## config.mk

```make
export PLATFORM = sky130hd
export DESIGN_NAME = signed_decimal_digit_formatter_flat
export DESIGN_NICKNAME = d
export VERILOG_FILES = /design/src/rtl/sdf_pkg.sv /design/src/rtl/sdf_if.sv /design/src/rtl/sdf_cdiv.sv /design/src/rtl/signed_decimal_digit_formatter.sv /design/src/flat_wrapper.sv
export VERILOG_INCLUDE_DIRS = /design/src /design/src/rtl
export SDC_FILE = /design/constraint.sdc
export NUM_CORES = 2
export LEC_CHECK = 0
export ABC_CLOCK_PERIOD_IN_PS = 9550
export BUFFER_PORTS_ARGS = -buffer_cell sky130_fd_sc_hd__buf_4
export CORE_ASPECT_RATIO = 0.7
export CORE_MARGIN = 3
export CORE_UTILIZATION = 41
export DETAILED_ROUTE_END_ITERATION = 12
export PLACE_DENSITY = 0.66
export SLEW_MARGIN = 20
export SYNTH_ARGS = -nofsm -noshare
export SYNTH_HDL_FRONTEND = slang
export SYNTH_HIERARCHICAL = 1
export SYNTH_SLANG_ARGS = --single-unit
```

## constraint.sdc

```tcl
create_clock -name clk -period 9.55 [get_ports clk]
set_input_delay 1.4325 -clock clk [delete_from_list [all_inputs] [get_ports clk]]
set_output_delay 1.4325 -clock clk [all_outputs]
set_load 0.05 [all_outputs]
```

## src/rtl/assert_macros.svh

```systemverilog
// ----------------------------------------------------------------------------
// assertion macros
// shared concurrent assertion forms, clocked on clk and disabled in reset
// ----------------------------------------------------------------------------
`ifndef ASSERT_MACROS_SVH
`define ASSERT_MACROS_SVH

// same-cycle implication
`define ASSERT_ON(label, ante, cons, msg) \
    label: assert property (@(posedge clk) disable iff (!rst_n) (ante) |-> (cons)) \
        else $error(msg);

// next-cycle implication
`define ASSERT_NEXT(label, ante, cons, msg) \
    label: assert property (@(posedge clk) disable iff (!rst_n) (ante) |=> (cons)) \
        else $error(msg);

`endif

```

## src/rtl/sdf_pkg.sv

```systemverilog
// ----------------------------------------------------------------------------
// sdf_pkg
// widths, display codes and shared types of the signed decimal formatter
// ----------------------------------------------------------------------------
`timescale 1ns / 1ps

package sdf_pkg;

    localparam int VALUE_W    = 28;
    localparam int KIND_W     = 1;
    localparam int CODE_W     = 4;
    localparam int POINT_W    = 3;
    localparam int LOWER_W    = 11;
    localparam int UPPER_W    = 14;
    localparam int CFG_DATA_W = 14;
    localparam int CFG_IDX_W  = 1;
    localparam int CMP_W      = VALUE_W + 1;
    localparam int NUM_W      = 14;
    localparam int NUM_POS    = 4;

    localparam int NEG_CAP     = -999;
    localparam int POS_CAP     = 9999;
    localparam int FRAC_DIGITS = 10000;

    localparam int DEFAULT_FRACTION_SCALE = 10000;

    typedef logic [CODE_W-1:0] code_t;

    localparam code_t CODE_MINUS = CODE_W'(10);
    localparam code_t CODE_BLANK = CODE_W'(11);
    localparam code_t CODE_OOR   = CODE_W'(12);

    localparam logic [KIND_W-1:0]  KIND_FIXED = 1'b1;
    localparam logic [POINT_W-1:0] POINT_NONE = POINT_W'(0);
    localparam logic [POINT_W-1:0] POINT_LAST = POINT_W'(4);

    typedef enum logic [CFG_IDX_W-1:0] {
        REG_LOWER_LIMIT = 1'b0,
        REG_UPPER_LIMIT = 1'b1
    } cfg_reg_t;

    typedef struct packed {
        logic fixed;
        logic oor;
        logic neg;
    } tag_t;

endpackage

```

## src/rtl/sdf_if.sv

```systemverilog
// ----------------------------------------------------------------------------
// sdf interfaces
// valid/ready channels for input samples and formatted display words
// ----------------------------------------------------------------------------
`timescale 1ns / 1ps

interface sdf_sample_if import sdf_pkg::*; ();
    logic                      valid;
    logic                      ready;
    logic [KIND_W-1:0]         kind;
    logic signed [VALUE_W-1:0] value;

    modport source (output valid, kind, value, input ready);
    modport sink   (input valid, kind, value, output ready);
endinterface

interface sdf_display_if import sdf_pkg::*; ();
    logic               valid;
    logic               ready;
    code_t              position_one;
    code_t              position_two;
    code_t              position_three;
    code_t              position_four;
    logic [POINT_W-1:0] point_position;

    modport source (output valid, position_one, position_two, position_three,
                    position_four, point_position, input ready);
    modport sink   (input valid, position_one, position_two, position_three,
                    position_four, point_position, output ready);
endinterface

```

## src/rtl/sdf_cdiv.sv

```systemverilog
// ----------------------------------------------------------------------------
// sdf_cdiv
// two-stage divide by a constant: reciprocal multiply, then one correction
// ----------------------------------------------------------------------------
`timescale 1ns / 1ps

module sdf_cdiv import sdf_pkg::*; #(
    parameter int DIVISOR = DEFAULT_FRACTION_SCALE,
    parameter int IN_W    = VALUE_W,
    parameter int Q_W     = NUM_W
) (
    input  logic                         clk,
    input  logic [1:0]                   en,
    input  logic [IN_W-1:0]              x,
    output logic [Q_W-1:0]               q,
    output logic [$clog2(DIVISOR)-1:0]   r
);

    localparam int     R_W   = $clog2(DIVISOR);
    localparam longint RECIP = (longint'(1) << IN_W) / DIVISOR;
    localparam int     M_W   = $clog2(RECIP + 1);
    localparam int     P_W   = IN_W + M_W;

    localparam logic [M_W-1:0]  RECIP_C = M_W'(RECIP);
    localparam logic [IN_W-1:0] DIV_C   = IN_W'(DIVISOR);

    logic [P_W-1:0]  prod;
    logic [IN_W-1:0] x_reg;
    logic [Q_W-1:0]  q0_reg;
    logic [IN_W-1:0] diff;
    logic            corr;
    logic [Q_W-1:0]  q_reg;
    logic [R_W-1:0]  r_reg;

    // estimate is exact or one short
    assign prod = P_W'(x) * P_W'(RECIP_C);

    always_ff @(posedge clk)
    begin
        if (en[0])
        begin
            x_reg  <= x;
            q0_reg <= prod[IN_W +: Q_W];
        end
    end

    assign diff = x_reg - IN_W'(q0_reg) * DIV_C;
    assign corr = diff >= DIV_C;

    always_ff @(posedge clk)
    begin
        if (en[1])
        begin
            q_reg <= corr ? q0_reg + Q_W'(1) : q0_reg;
            r_reg <= corr ? R_W'(diff - DIV_C) : R_W'(diff);
        end
    end

    assign q = q_reg;
    assign r = r_reg;

endmodule

```

## src/rtl/signed_decimal_digit_formatter.sv

```systemverilog
// ----------------------------------------------------------------------------
// signed_decimal_digit_formatter
// throughput: one word per cycle unless the receiver stalls the output
// structure: nine register stages, two divider units
// reset: clears all stage valid bits; limits return to -999 and 9999
// ----------------------------------------------------------------------------
`timescale 1ns / 1ps
`include "assert_macros.svh"

module signed_decimal_digit_formatter import sdf_pkg::*; #(
    parameter int FRACTION_SCALE = DEFAULT_FRACTION_SCALE
) (
    input  logic                  clk,
    input  logic                  rst_n,
    input  logic                  cfg_we,
    input  logic [CFG_IDX_W-1:0]  cfg_index,
    input  logic [CFG_DATA_W-1:0] cfg_data,
    sdf_sample_if.sink            sample,
    sdf_display_if.source         display
);

    localparam int MAG_W    = $clog2(POS_CAP * FRACTION_SCALE + 1);
    localparam int FN_W     = $clog2((FRACTION_SCALE - 1) * FRAC_DIGITS + 1);
    localparam int R_W      = $clog2(FRACTION_SCALE);
    localparam int NSTAGE   = 9;
    localparam int RECIP_W  = 16;

    localparam logic signed [LOWER_W-1:0] LOWER_CAP = LOWER_W'(NEG_CAP);
    localparam logic [UPPER_W-1:0]        UPPER_CAP = UPPER_W'(POS_CAP);
    localparam logic signed [CMP_W-1:0]   SCALE_C   = CMP_W'(FRACTION_SCALE);
    localparam logic signed [CMP_W-1:0]   LOWER_FX_RST = CMP_W'(NEG_CAP * FRACTION_SCALE);
    localparam logic signed [CMP_W-1:0]   UPPER_FX_RST = CMP_W'(POS_CAP * FRACTION_SCALE);

    localparam logic [RECIP_W-1:0] RECIP_10   = RECIP_W'(52429);
    localparam logic [RECIP_W-1:0] RECIP_100  = RECIP_W'(5243);
    localparam logic [RECIP_W-1:0] RECIP_1000 = RECIP_W'(8389);
    localparam int SHIFT_10   = 19;
    localparam int SHIFT_100  = 19;
    localparam int SHIFT_1000 = 23;

    localparam logic [NUM_W-1:0] TEN = NUM_W'(10);

    function automatic logic [NUM_W-1:0] recip_quot(
        input logic [NUM_W-1:0]   x,
        input logic [RECIP_W-1:0] recip,
        input int                 shift
    );
        logic [NUM_W+RECIP_W-1:0] p;
        p = (NUM_W+RECIP_W)'(x) * (NUM_W+RECIP_W)'(recip);
        return NUM_W'(p >> shift);
    endfunction

    // limit registers
    logic signed [LOWER_W-1:0] lower_reg, lower_next;
    logic [UPPER_W-1:0]        upper_reg, upper_next;
    logic signed [CMP_W-1:0]   lower_fx_reg, lower_fx_next;
    logic signed [CMP_W-1:0]   upper_fx_reg, upper_fx_next;
    logic signed [LOWER_W-1:0] lower_raw, lower_clamp;
    logic [UPPER_W-1:0]        upper_raw, upper_clamp;

    always_comb
    begin
        lower_raw     = signed'(cfg_data[LOWER_W-1:0]);
        upper_raw     = cfg_data[UPPER_W-1:0];
        lower_clamp   = (lower_raw < LOWER_CAP) ? LOWER_CAP : lower_raw;
        upper_clamp   = (upper_raw > UPPER_CAP) ? UPPER_CAP : upper_raw;
        lower_next    = lower_reg;
        upper_next    = upper_reg;
        lower_fx_next = lower_fx_reg;
        upper_fx_next = upper_fx_reg;
        if (cfg_we)
        begin
            unique case (cfg_reg_t'(cfg_index))
                REG_LOWER_LIMIT:
                begin
                    lower_next    = lower_clamp;
                    lower_fx_next = CMP_W'(lower_clamp) * SCALE_C;
                end
                REG_UPPER_LIMIT:
                begin
                    upper_next    = upper_clamp;
                    upper_fx_next = signed'(CMP_W'(upper_clamp)) * SCALE_C;
                end
            endcase
        end
    end

    always_ff @(posedge clk or negedge rst_n)
    begin
        if (!rst_n)
        begin
            lower_reg    <= LOWER_CAP;
            upper_reg    <= UPPER_CAP;
            lower_fx_reg <= LOWER_FX_RST;
            upper_fx_reg <= UPPER_FX_RST;
        end
        else
        begin
            lower_reg    <= lower_next;
            upper_reg    <= upper_next;
            lower_fx_reg <= lower_fx_next;
            upper_fx_reg <= upper_fx_next;
        end
    end

    // stage handshake
    logic [NSTAGE-1:0] valid_reg, valid_next;
    logic [NSTAGE-1:0] en;

    always_comb
    begin
        en[NSTAGE-1] = !valid_reg[NSTAGE-1] || display.ready;
        for (int i = NSTAGE - 2; i >= 0; i--)
            en[i] = !valid_reg[i] || en[i+1];
        valid_next[0] = en[0] ? sample.valid : valid_reg[0];
        for (int i = 1; i < NSTAGE; i++)
            valid_next[i] = en[i] ? valid_reg[i-1] : valid_reg[i];
    end

    always_ff @(posedge clk or negedge rst_n)
    begin
        if (!rst_n)
            valid_reg <= '0;
        else
            valid_reg <= valid_next;
    end

    assign sample.ready  = en[0];
    assign display.valid = valid_reg[NSTAGE-1];

    // stage 0: range check and magnitude
    logic signed [CMP_W-1:0]   v_ext, lo_b, hi_b;
    logic signed [VALUE_W-1:0] abs_v;
    tag_t                      s0_tag_next;
    logic [MAG_W-1:0]          s0_mag_next;

    always_comb
    begin
        s0_tag_next.fixed = sample.kind == KIND_FIXED;
        s0_tag_next.neg   = sample.value[VALUE_W-1];
        v_ext = CMP_W'(sample.value);
        lo_b  = s0_tag_next.fixed ? lower_fx_reg : CMP_W'(lower_reg);
        hi_b  = s0_tag_next.fixed ? upper_fx_reg : signed'(CMP_W'(upper_reg));
        s0_tag_next.oor = (v_ext < lo_b) || (v_ext > hi_b);
        abs_v = s0_tag_next.neg ? -sample.value : sample.value;
        s0_mag_next = abs_v[MAG_W-1:0];
    end

    tag_t             tag_reg [NSTAGE-1];
    logic [MAG_W-1:0] mag_reg [3];

    always_ff @(posedge clk)
    begin
        if (en[0])
        begin
            tag_reg[0] <= s0_tag_next;
            mag_reg[0] <= s0_mag_next;
        end
        for (int i = 1; i < NSTAGE - 1; i++)
        begin
            if (en[i])
                tag_reg[i] <= tag_reg[i-1];
        end
        for (int i = 1; i < 3; i++)
        begin
            if (en[i])
                mag_reg[i] <= mag_reg[i-1];
        end
    end

    // stages 1-2: whole part and remainder
    logic [NUM_W-1:0] div1_q;
    logic [R_W-1:0]   div1_r;

    sdf_cdiv #(
        .DIVISOR (FRACTION_SCALE),
        .IN_W    (MAG_W),
        .Q_W     (NUM_W)
    ) u_whole_div (
        .clk (clk),
        .en  (en[2:1]),
        .x   (mag_reg[0]),
        .q   (div1_q),
        .r   (div1_r)
    );

    // stage 3: scale remainder to four fraction digits
    logic [NUM_W-1:0] s3_whole_next;
    logic [R_W-1:0]   s3_rem;
    logic [FN_W-1:0]  s3_fn_next;
    logic [NUM_W-1:0] whole_reg [3];
    logic [FN_W-1:0]  fn_reg;

    always_comb
    begin
        s3_whole_next = tag_reg[2].fixed ? div1_q : mag_reg[2][NUM_W-1:0];
        s3_rem        = tag_reg[2].fixed ? div1_r : R_W'(0);
        s3_fn_next    = FN_W'(s3_rem) * FN_W'(FRAC_DIGITS);
    end

    always_ff @(posedge clk)
    begin
        if (en[3])
        begin
            whole_reg[0] <= s3_whole_next;
            fn_reg       <= s3_fn_next;
        end
        for (int i = 1; i < 3; i++)
        begin
            if (en[i+3])
                whole_reg[i] <= whole_reg[i-1];
        end
    end

    // stages 4-5: fraction digits value
    logic [NUM_W-1:0] div2_q;
    logic [R_W-1:0]   div2_r;

    sdf_cdiv #(
        .DIVISOR (FRACTION_SCALE),
        .IN_W    (FN_W),
        .Q_W     (NUM_W)
    ) u_frac_div (
        .clk (clk),
        .en  (en[5:4]),
        .x   (fn_reg),
        .q   (div2_q),
        .r   (div2_r)
    );

    // stage 6: decimal quotients
    logic [NUM_W-1:0] wq_reg [4];
    logic [NUM_W-1:0] fq_reg [1:3];

    always_ff @(posedge clk)
    begin
        if (en[6])
        begin
            wq_reg[0] <= whole_reg[2];
            wq_reg[1] <= recip_quot(whole_reg[2], RECIP_10, SHIFT_10);
            wq_reg[2] <= recip_quot(whole_reg[2], RECIP_100, SHIFT_100);
            wq_reg[3] <= recip_quot(whole_reg[2], RECIP_1000, SHIFT_1000);
            fq_reg[1] <= recip_quot(div2_q, RECIP_10, SHIFT_10);
            fq_reg[2] <= recip_quot(div2_q, RECIP_100, SHIFT_100);
            fq_reg[3] <= recip_quot(div2_q, RECIP_1000, SHIFT_1000);
        end
    end

    // stage 7: digits and whole digit count
    code_t              wdig_reg [4];
    code_t              fdig_reg [3];
    logic [POINT_W-1:0] nd_reg, nd_next;

    always_comb
    begin
        if (wq_reg[3] != '0)
            nd_next = POINT_W'(4);
        else if (wq_reg[2] != '0)
            nd_next = POINT_W'(3);
        else if (wq_reg[1] != '0)
            nd_next = POINT_W'(2);
        else
            nd_next = POINT_W'(1);
    end

    always_ff @(posedge clk)
    begin
        if (en[7])
        begin
            wdig_reg[0] <= CODE_W'(wq_reg[0] - wq_reg[1] * TEN);
            wdig_reg[1] <= CODE_W'(wq_reg[1] - wq_reg[2] * TEN);
            wdig_reg[2] <= CODE_W'(wq_reg[2] - wq_reg[3] * TEN);
            wdig_reg[3] <= CODE_W'(wq_reg[3]);
            fdig_reg[0] <= CODE_W'(fq_reg[3]);
            fdig_reg[1] <= CODE_W'(fq_reg[2] - fq_reg[3] * TEN);
            fdig_reg[2] <= CODE_W'(fq_reg[1] - fq_reg[2] * TEN);
            nd_reg      <= nd_next;
        end
    end

    // stage 8: position layout into the output register
    code_t              pos_reg [NUM_POS];
    code_t              pos_next [NUM_POS];
    logic [POINT_W-1:0] point_reg, point_next;
    tag_t               t7;

    always_comb
    begin
        logic [POINT_W-1:0] k;
        logic [POINT_W-1:0] j;
        logic [POINT_W-1:0] m;
        t7 = tag_reg[NSTAGE-2];
        for (int i = 0; i < NUM_POS; i++)
        begin
            k = POINT_W'(i) - POINT_W'(t7.neg);
            j = POINT_W'(NUM_POS - 1 - i);
            m = k - nd_reg;
            if (t7.oor)
                pos_next[i] = CODE_OOR;
            else if (t7.fixed)
            begin
                if (t7.neg && i == 0)
                    pos_next[i] = CODE_MINUS;
                else if (k < nd_reg)
                    pos_next[i] = wdig_reg[2'(nd_reg - POINT_W'(1) - k)];
                else
                begin
                    case (m)
                        POINT_W'(0): pos_next[i] = fdig_reg[0];
                        POINT_W'(1): pos_next[i] = fdig_reg[1];
                        default:     pos_next[i] = fdig_reg[2];
                    endcase
                end
            end
            else
            begin
                if (j < nd_reg)
                    pos_next[i] = wdig_reg[2'(j)];
                else if (j == nd_reg && t7.neg)
                    pos_next[i] = CODE_MINUS;
                else
                    pos_next[i] = CODE_BLANK;
            end
        end
        if (!t7.fixed)
            point_next = POINT_NONE;
        else if (t7.oor)
            point_next = POINT_LAST;
        else
            point_next = POINT_W'(t7.neg) + nd_reg;
    end

    always_ff @(posedge clk)
    begin
        if (en[NSTAGE-1])
        begin
            pos_reg   <= pos_next;
            point_reg <= point_next;
        end
    end

    assign display.position_one   = pos_reg[0];
    assign display.position_two   = pos_reg[1];
    assign display.position_three = pos_reg[2];
    assign display.position_four  = pos_reg[3];
    assign display.point_position = point_reg;

    `ASSERT_ON(a_oor_whole_word, display.valid && pos_reg[0] == CODE_OOR, pos_reg[1] == CODE_OOR && pos_reg[2] == CODE_OOR && pos_reg[3] == CODE_OOR, "out-of-range word mixed with digits")
    `ASSERT_ON(a_point_bound, display.valid, point_reg <= POINT_LAST, "decimal point beyond last position")
    `ASSERT_ON(a_minus_not_last, display.valid, pos_reg[3] != CODE_MINUS, "minus sign in rightmost position")
    `ASSERT_NEXT(a_stall_holds_stage, valid_reg[NSTAGE-2] && !en[NSTAGE-1], valid_reg[NSTAGE-2], "word dropped behind stalled output")

endmodule

```

## src/flat_wrapper.sv

```systemverilog
// flat-port wrapper written by rule: the top's interface ports become plain ports
module signed_decimal_digit_formatter_flat import sdf_pkg::*;
#(
    parameter int FRACTION_SCALE = DEFAULT_FRACTION_SCALE
)
  (clk, rst_n, cfg_we, cfg_index, cfg_data, sample_valid, sample_kind, sample_value, sample_ready, display_valid, display_position_one, display_position_two, display_position_three, display_position_four, display_point_position, display_ready);
  sdf_sample_if sample_i ();
  sdf_display_if display_i ();
  input  logic clk;
  input  logic rst_n;
  input  logic cfg_we;
  input  logic [CFG_IDX_W-1:0] cfg_index;
  input  logic [CFG_DATA_W-1:0] cfg_data;
  input wire logic [$bits(sample_i.valid)-1:0] sample_valid;
  input wire logic [$bits(sample_i.kind)-1:0] sample_kind;
  input wire logic [$bits(sample_i.value)-1:0] sample_value;
  output wire logic [$bits(sample_i.ready)-1:0] sample_ready;
  output wire logic [$bits(display_i.valid)-1:0] display_valid;
  output wire logic [$bits(display_i.position_one)-1:0] display_position_one;
  output wire logic [$bits(display_i.position_two)-1:0] display_position_two;
  output wire logic [$bits(display_i.position_three)-1:0] display_position_three;
  output wire logic [$bits(display_i.position_four)-1:0] display_position_four;
  output wire logic [$bits(display_i.point_position)-1:0] display_point_position;
  input wire logic [$bits(display_i.ready)-1:0] display_ready;
  assign sample_i.valid = sample_valid;
  assign sample_i.kind = sample_kind;
  assign sample_i.value = sample_value;
  assign sample_ready = sample_i.ready;
  assign display_valid = display_i.valid;
  assign display_position_one = display_i.position_one;
  assign display_position_two = display_i.position_two;
  assign display_position_three = display_i.position_three;
  assign display_position_four = display_i.position_four;
  assign display_point_position = display_i.point_position;
  assign display_i.ready = display_ready;
  signed_decimal_digit_formatter #(.FRACTION_SCALE(FRACTION_SCALE)) u_core (.clk(clk), .rst_n(rst_n), .cfg_we(cfg_we), .cfg_index(cfg_index), .cfg_data(cfg_data), .sample(sample_i), .display(display_i));
endmodule
```

# [Word level (Yosys, flattened, before mapping)]
# Memories as Yosys holds them, arrays and structs flattened.
# Index checks and enable logic that the tools add are counted.
[classes] add_sub_neg=25 mul=18 n_lt_le_gt_ge=14 n_eq_ne=7 mux=50 bitwise=2 n_reduce_logical=34
[ops] operator="14-bit two-way mux" count=6
[ops] operator="14-bit by 3-bit multiplier with 3-bit output, second input constant" count=5
[ops] operator="14-bit by 10-bit multiplier with 23-bit output, second input constant" count=3
[ops] operator="14-bit by 16-bit multiplier with 30-bit output, second input constant" count=2
[ops] operator="29-bit two-way mux" count=2
[ops] operator="14-bit by 14-bit multiplier with 28-bit output, second input constant" count=2
[ops] operator="27-bit by 14-bit >= comparator with 1-bit output, second input constant" count=2
[ops] operator="14-bit by 13-bit multiplier with 27-bit output, second input constant" count=2
[ops] operator="27-bit subtractor" count=2
[ops] operator="4-bit two-way mux" count=13
[ops] operator="14-bit nonzero test" count=3
[ops] operator="27-bit by 14-bit multiplier with 41-bit output, second input constant" count=1
[ops] operator="23-bit by 14-bit multiplier with 37-bit output, second input constant" count=1
[ops] operator="4-bit case mux with 2 select lines" count=4
[ops] operator="28-bit by 29-bit > comparator with 1-bit output" count=1
[ops] operator="28-bit by 29-bit less-than comparator with 1-bit output" count=1
[ops] operator="14-bit by 1-bit adder with 14-bit output, second input constant" count=2
[ops] operator="27-bit two-way mux" count=1
[ops] operator="27-bit negation" count=1
[ops] operator="14-bit by 10-bit multiplier with 24-bit output, second input constant" count=1
[ops] operator="11-bit by 11-bit multiplier with 22-bit output, second input constant" count=1
[ops] operator="1-bit two-way mux" count=20
[ops] operator="4-bit subtractor" count=5
[ops] operator="3-bit zero test" count=5
[ops] operator="24 further kinds" count=64
[word_totals] regBits=249 ramBits=264 inputBits=49 n_memories=7
[memory_table] name="u_core.mag_reg" words=3 width=27 rd=3 rd_clocked_by_memory_dff=0 write_ports=3 line="signed_decimal_digit_formatter.sv:150" source="logic [MAG_W-1:0] mag_reg [3];"
[memory_table] name="u_core.wq_reg" words=4 width=14 rd=4 rd_clocked_by_memory_dff=0 write_ports=4 line="signed_decimal_digit_formatter.sv:232" source="logic [NUM_W-1:0] wq_reg [4];"
[memory_table] name="u_core.whole_reg" words=3 width=14 rd=3 rd_clocked_by_memory_dff=0 write_ports=3 line="signed_decimal_digit_formatter.sv:191" source="logic [NUM_W-1:0] whole_reg [3];"
[memory_table] name="u_core.fq_reg" words=3 width=11 rd=3 rd_clocked_by_memory_dff=0 write_ports=3 line="signed_decimal_digit_formatter.sv:233" source="logic [NUM_W-1:0] fq_reg [1:3];"
[memory_table] name="u_core.tag_reg" words=8 width=3 rd=8 rd_clocked_by_memory_dff=0 write_ports=8 line="signed_decimal_digit_formatter.sv:149" source="tag_t tag_reg [NSTAGE-1];"
[memory_table] name="u_core.wdig_reg" words=4 width=4 rd=8 rd_clocked_by_memory_dff=0 write_ports=4 line="signed_decimal_digit_formatter.sv:250" source="code_t wdig_reg [4];"
[memory_table] name="+1 memories"

# [Depth between registers and ports, before layout]
[depth] ltp_word=12 ltp_mapped=34

# [By module]
# Netlist, hierarchy kept.
[by_module_without_submodules] mod="signed_decimal_digit_formatter" n_inst=1 cells_each=3451 area_per_inst_um2=36531.3
[by_module_without_submodules] mod="sdf_cdiv at u_core.u_whole_div" n_inst=1 cells_each=1157 area_per_inst_um2=12094.1
[by_module_without_submodules] mod="sdf_cdiv at u_core.u_frac_div" n_inst=1 cells_each=1144 area_per_inst_um2=11928.9

# [Least setup slack after synthesis]
# No wires, ideal clock.
[synth_timing] path_kind="reg-to-reg" start="register u_core.u_whole_div.q0_reg[4]" end="register u_core.u_whole_div.q_reg[1] (netlist: u_core/u_whole_div/q[1]), data pin" arrival_time_ns=6.813 t_required_ns=9.290 slack_ns=2.478 path_stages_with_launch=32 path_buffers=1 synth_period_minus_slack_ns=7.072 cell_sequence="edfxtp_1 > inv_1 > fa_1 > inv_1 > ha_1 > inv_1 > fa_1 > inv_1 > ha_1 > inv_1 > fa_1 > inv_1 > ha_1 > nor3_1 > nor2_1 > nand3_1 > nand2_1 > a21oi_1 > o21bai_1 > a21oi_1 > xnor2_1 > ha_1 > a21o_1 > a21oi_1 > nor2_1 > o31a_1 > nor4_1 > o311ai_0 > or4_1 > nor4_4 > buf_6 > mux2_2"
[synth_via] elab_chain_len=4
[synth_lines] element="from (decl)" line="sdf_cdiv.sv:29" source="logic [Q_W-1:0] q0_reg;"
[synth_lines] element="from (signal assigned)" line="sdf_cdiv.sv:43" source="q0_reg <= prod[IN_W +: Q_W];"
[synth_lines] element="14-bit by 10-bit multiplier with 23-bit output" line="sdf_cdiv.sv:47" source="assign diff = x_reg - IN_W'(q0_reg) * DIV_C;"
[synth_lines] element="27-bit subtractor" line="sdf_cdiv.sv:47"
[synth_lines] element="27-bit by 14-bit >= comparator with 1-bit output" line="sdf_cdiv.sv:48" source="assign corr = diff >= DIV_C;"
[synth_lines] element="14-bit two-way mux" line="sdf_cdiv.sv:54" source="q_reg <= corr ? q0_reg + Q_W'(1) : q0_reg;"
[synth_lines] element="to (signal assigned)" line="sdf_cdiv.sv:54"
[synth_lines] element="to (decl)" line="sdf_cdiv.sv:32" source="logic [Q_W-1:0] q_reg;"
# No other way between the ends.
# A chain may end at the register's enable or synchronous reset.

# [Worst setup path after layout]
[layout_timing] start="register u_core.u_whole_div.q0_reg[4]" end="register u_core.u_whole_div.r_reg[12] (netlist: u_core/u_whole_div/r[12]), data pin"
[layout_via] elab_chain_len=4
[layout_lines] element="14-bit by 10-bit multiplier with 23-bit output (*)" line="sdf_cdiv.sv:47"
[layout_lines] element="27-bit subtractor (*)" line="sdf_cdiv.sv:47"
[layout_lines] element="27-bit by 14-bit >= comparator with 1-bit output / 14-bit subtractor (equally long branches)" line="sdf_cdiv.sv:48, sdf_cdiv.sv:55"
[layout_lines] element="14-bit two-way mux (*)" line="sdf_cdiv.sv:55" source="r_reg <= corr ? R_W'(diff - DIV_C) : R_W'(diff);"
[layout_lines] element="to (signal assigned)" line="sdf_cdiv.sv:55"
[layout_lines] element="to (decl)" line="sdf_cdiv.sv:33" source="logic [R_W-1:0] r_reg;"
# Mark *: on every way between the ends. The rest lies on a longest branch, timed or not.

==> out/qor.csv <==
stage,metric,value,unit
drt,number of nets still failing antenna checks after routing,0,
global_routing,GR Util All Layers,0.185,
floorplanning,DIE WIDTH,463,um
drt,sum of routed wire length over all layers,139000,um
global_routing,first-pass GRT wire length,225000,um
cts,number of clock sinks,430,
cts,clock-pin slew of the registers on the worst-case setup and hold paths,0.07,ns
cts,H-Tree Depth,2,
timing,Pins Over Slew Limit,0,
global_routing,initial antenna violation count,0,
layout,Final Instance Area,64300,sq um
cts,total clock buffers created by CTS,44,
timing,"Hold Vio Cnt, Final",0,
drt,number of DRC markers in iteration 0,2705,
layout,post-route core utilization,0.446,
timing,final sum of negative setup slack,0,ns
setup_path,"Req. time, crit path",9.91,ns
cts,Skew-Pair Late Insertion Delay,0.62,ns
floorplanning,starting utilization of the core area,0.416,
place,Port Buf Inserts,69,
floorplanning,total I/O pin count,70,
drt,number of vias per cell after detailed routing,5.18,
setup_path,worst setup path startpoint,u_core/u_whole_div/q0_reg[4],
layout,proportion of layout cells with a drive suffix above 1,0.0549,
timing,final clock skew,0.0368,ns
synthesis,synthesized area per cell,10.5,sq um
floorplanning,area enclosed by the die boundary,151000,sq um
drt,vias after detailed routing,40300,
setup_path,top cell family by delay on the critical path,adder cells,
setup_path,slack of the worst reg-to-reg path,1.33,ns
timing,Final period util,0.861,
timing,peak clock frequency supported by timing,122,MHz
drt,detailed-routing iteration count for the pre-antenna-repair pass,5,
outcome,status,completed,
setup_path,R2R Path End,u_core/u_whole_div/r[12],
place,dpl hpwl,118000,um
timing,transition time of the tightest slew-check pin,1.08,ns
setup_path,crit path capture type,flop,
cts,# resized after CTS,0,
setup_path,Reg2Reg Depth,33,
floorplanning,Vert. Die Dim,326,um
floorplanning,core area,144000,sq um
drt,average wire per standard cell,17.8,um
layout,number of nets in the layout,7760,
min_path,worst min path class,reg2reg,
timing,minimum period implied by the final worst setup slack,8.22,ns
synthesis,Synth Instances,5709,
setup_path,critical path startpoint category,flop,
layout,max reg flops,55,
cts,cell chosen for the clock root,sky130_fd_sc_hd__clkbuf_16,
cts,CTS tree,done,
setup_path,worst path buffer plus inverter count,8,
timing,endpoints failing setup,0,
cts,maximum count of clock buffers along a single path,3,
global_routing,pin count of the biggest net entering global routing,73,
layout,signed area change from the synthesized netlist to the final layout,7.28,%
timing,Slew headroom,0.272,
global_routing,remaining global-route overflow,0,
setup_path,launch point of the worst reg-to-reg path,u_core/u_whole_div/q0_reg[4],
place,placed cell area,62800,sq um
cts,post-cts hold buffer count,0,
setup_path,delay of the slowest cell on the worst path,0.91,ns
timing,unrepaired setup endpoints after global routing,no,
setup_path,capture point of the worst path,u_core/u_whole_div/r[12],
drt,drc violations,0,
setup_path,Worst EP arrival,8.58,ns
setup_path,"critical path fanouts, max",16,
flow_run,Max Cap Violations,0,
global_routing,vias in the first global route,41000,
place,final weighted congestion in routability-driven placement,0.913,
setup_path,CP Depth,33,
setup_path,slowest cell on the critical path,sky130_fd_sc_hd__nor4_4,
synthesis,Post-Synthesis Cell Area,59900,sq um
setup_path,dominant cell type by count on the critical path,sky130_fd_sc_hd__inv_1,
setup_path,type of the worst setup path,reg2reg,
cts,number of buffers inserted to repair setup after CTS,0,
floorplanning,Row Count,116,
synthesis,number of warning messages in the yosys log,6,
==> per-stage QoR <==
stage / cells / worst slack (ns) / hold WS [ns]
5_1_grt: 7775 / 0.645 / 0.401
3_3_place_gp: 7694 / 1.30 / 0.403
3_5_place_dp: 7694 / 1.42 / 0.405
6_report: 7776 / 1.33 / 0.399
4_1_cts: 7775 / 1.36 / 0.390
2_1_floorplan: 5725 / 2.48 / 0.400
==> worst min-delay path by stage <==
| stage | cells past startpoint | endpoint | start |
|---|---|---|---|
| 2_1_floorplan | 0 | u_core/fdig_reg[0][3] | u_core/fq_reg[0][22] |
| 3_3_place_gp | 0 | u_core/tag_reg[1][0] | u_core/tag_reg[0][9] |
| 3_5_place_dp | 0 | u_core/mag_reg[0][60] | u_core/mag_reg[0][33] |
| 4_1_cts | 0 | u_core/whole_reg[0][38] | u_core/whole_reg[0][24] |
| 5_1_grt | 0 | u_core/whole_reg[0][38] | u_core/whole_reg[0][24] |
| 6_report | 0 | u_core/whole_reg[0][38] | u_core/whole_reg[0][24] |
==> worst reg2reg max path: cells and delay by family (launching register included) <==
family	cells	cell delay, ns
fa+ha+maj	7	2.61
simple gates	8	2.25
compound gates	8	1.45
buf+inv	8	0.80
flops	1	0.51
xor+xnor	2	0.33
==> metal layers <==
layer / vias to the layer above / wire length (um) / GRT usage
met1: 19800 / 71400 / 0.293
met5: - / 0 / 0
li1: 19300 / - / -
met4: 0 / 1770 / 0.0270
met2: 1019 / 57000 / 0.267
met3: 125 / 8420 / 0.0298
==> layout make-up <==
class                      count  area [sq um]
multi-input combinational   3914         42100
tap                         1947          2440
timing repair buffer          92           691
inverter                    1311          4920
clock inverter                28           293
fill                       13600         79700
antenna                        1          2.50
sequential                   430         12600
clock buffer                  53          1190
==> layout by cell type (no fill, tap or decap), types with 66 or more instances in the layout <==
cell                       count
sky130_fd_sc_hd__buf_4        92
sky130_fd_sc_hd__a21oi_1     221
sky130_fd_sc_hd__o21ai_0     175
sky130_fd_sc_hd__inv_1      1310
sky130_fd_sc_hd__nor3_1       66
sky130_fd_sc_hd__edfxtp_1    358
sky130_fd_sc_hd__a21o_1      119
sky130_fd_sc_hd__xnor2_1     175
sky130_fd_sc_hd__ha_1       1226
sky130_fd_sc_hd__fa_1        692
sky130_fd_sc_hd__nor2_1      172
sky130_fd_sc_hd__xor2_1       78
sky130_fd_sc_hd__nand2_1     198
sky130_fd_sc_hd__nand3_1      73
Power is left out: the tool's default activity adds up to more than one toggle a clock period on the data nets, which glitch-free logic cannot reach.
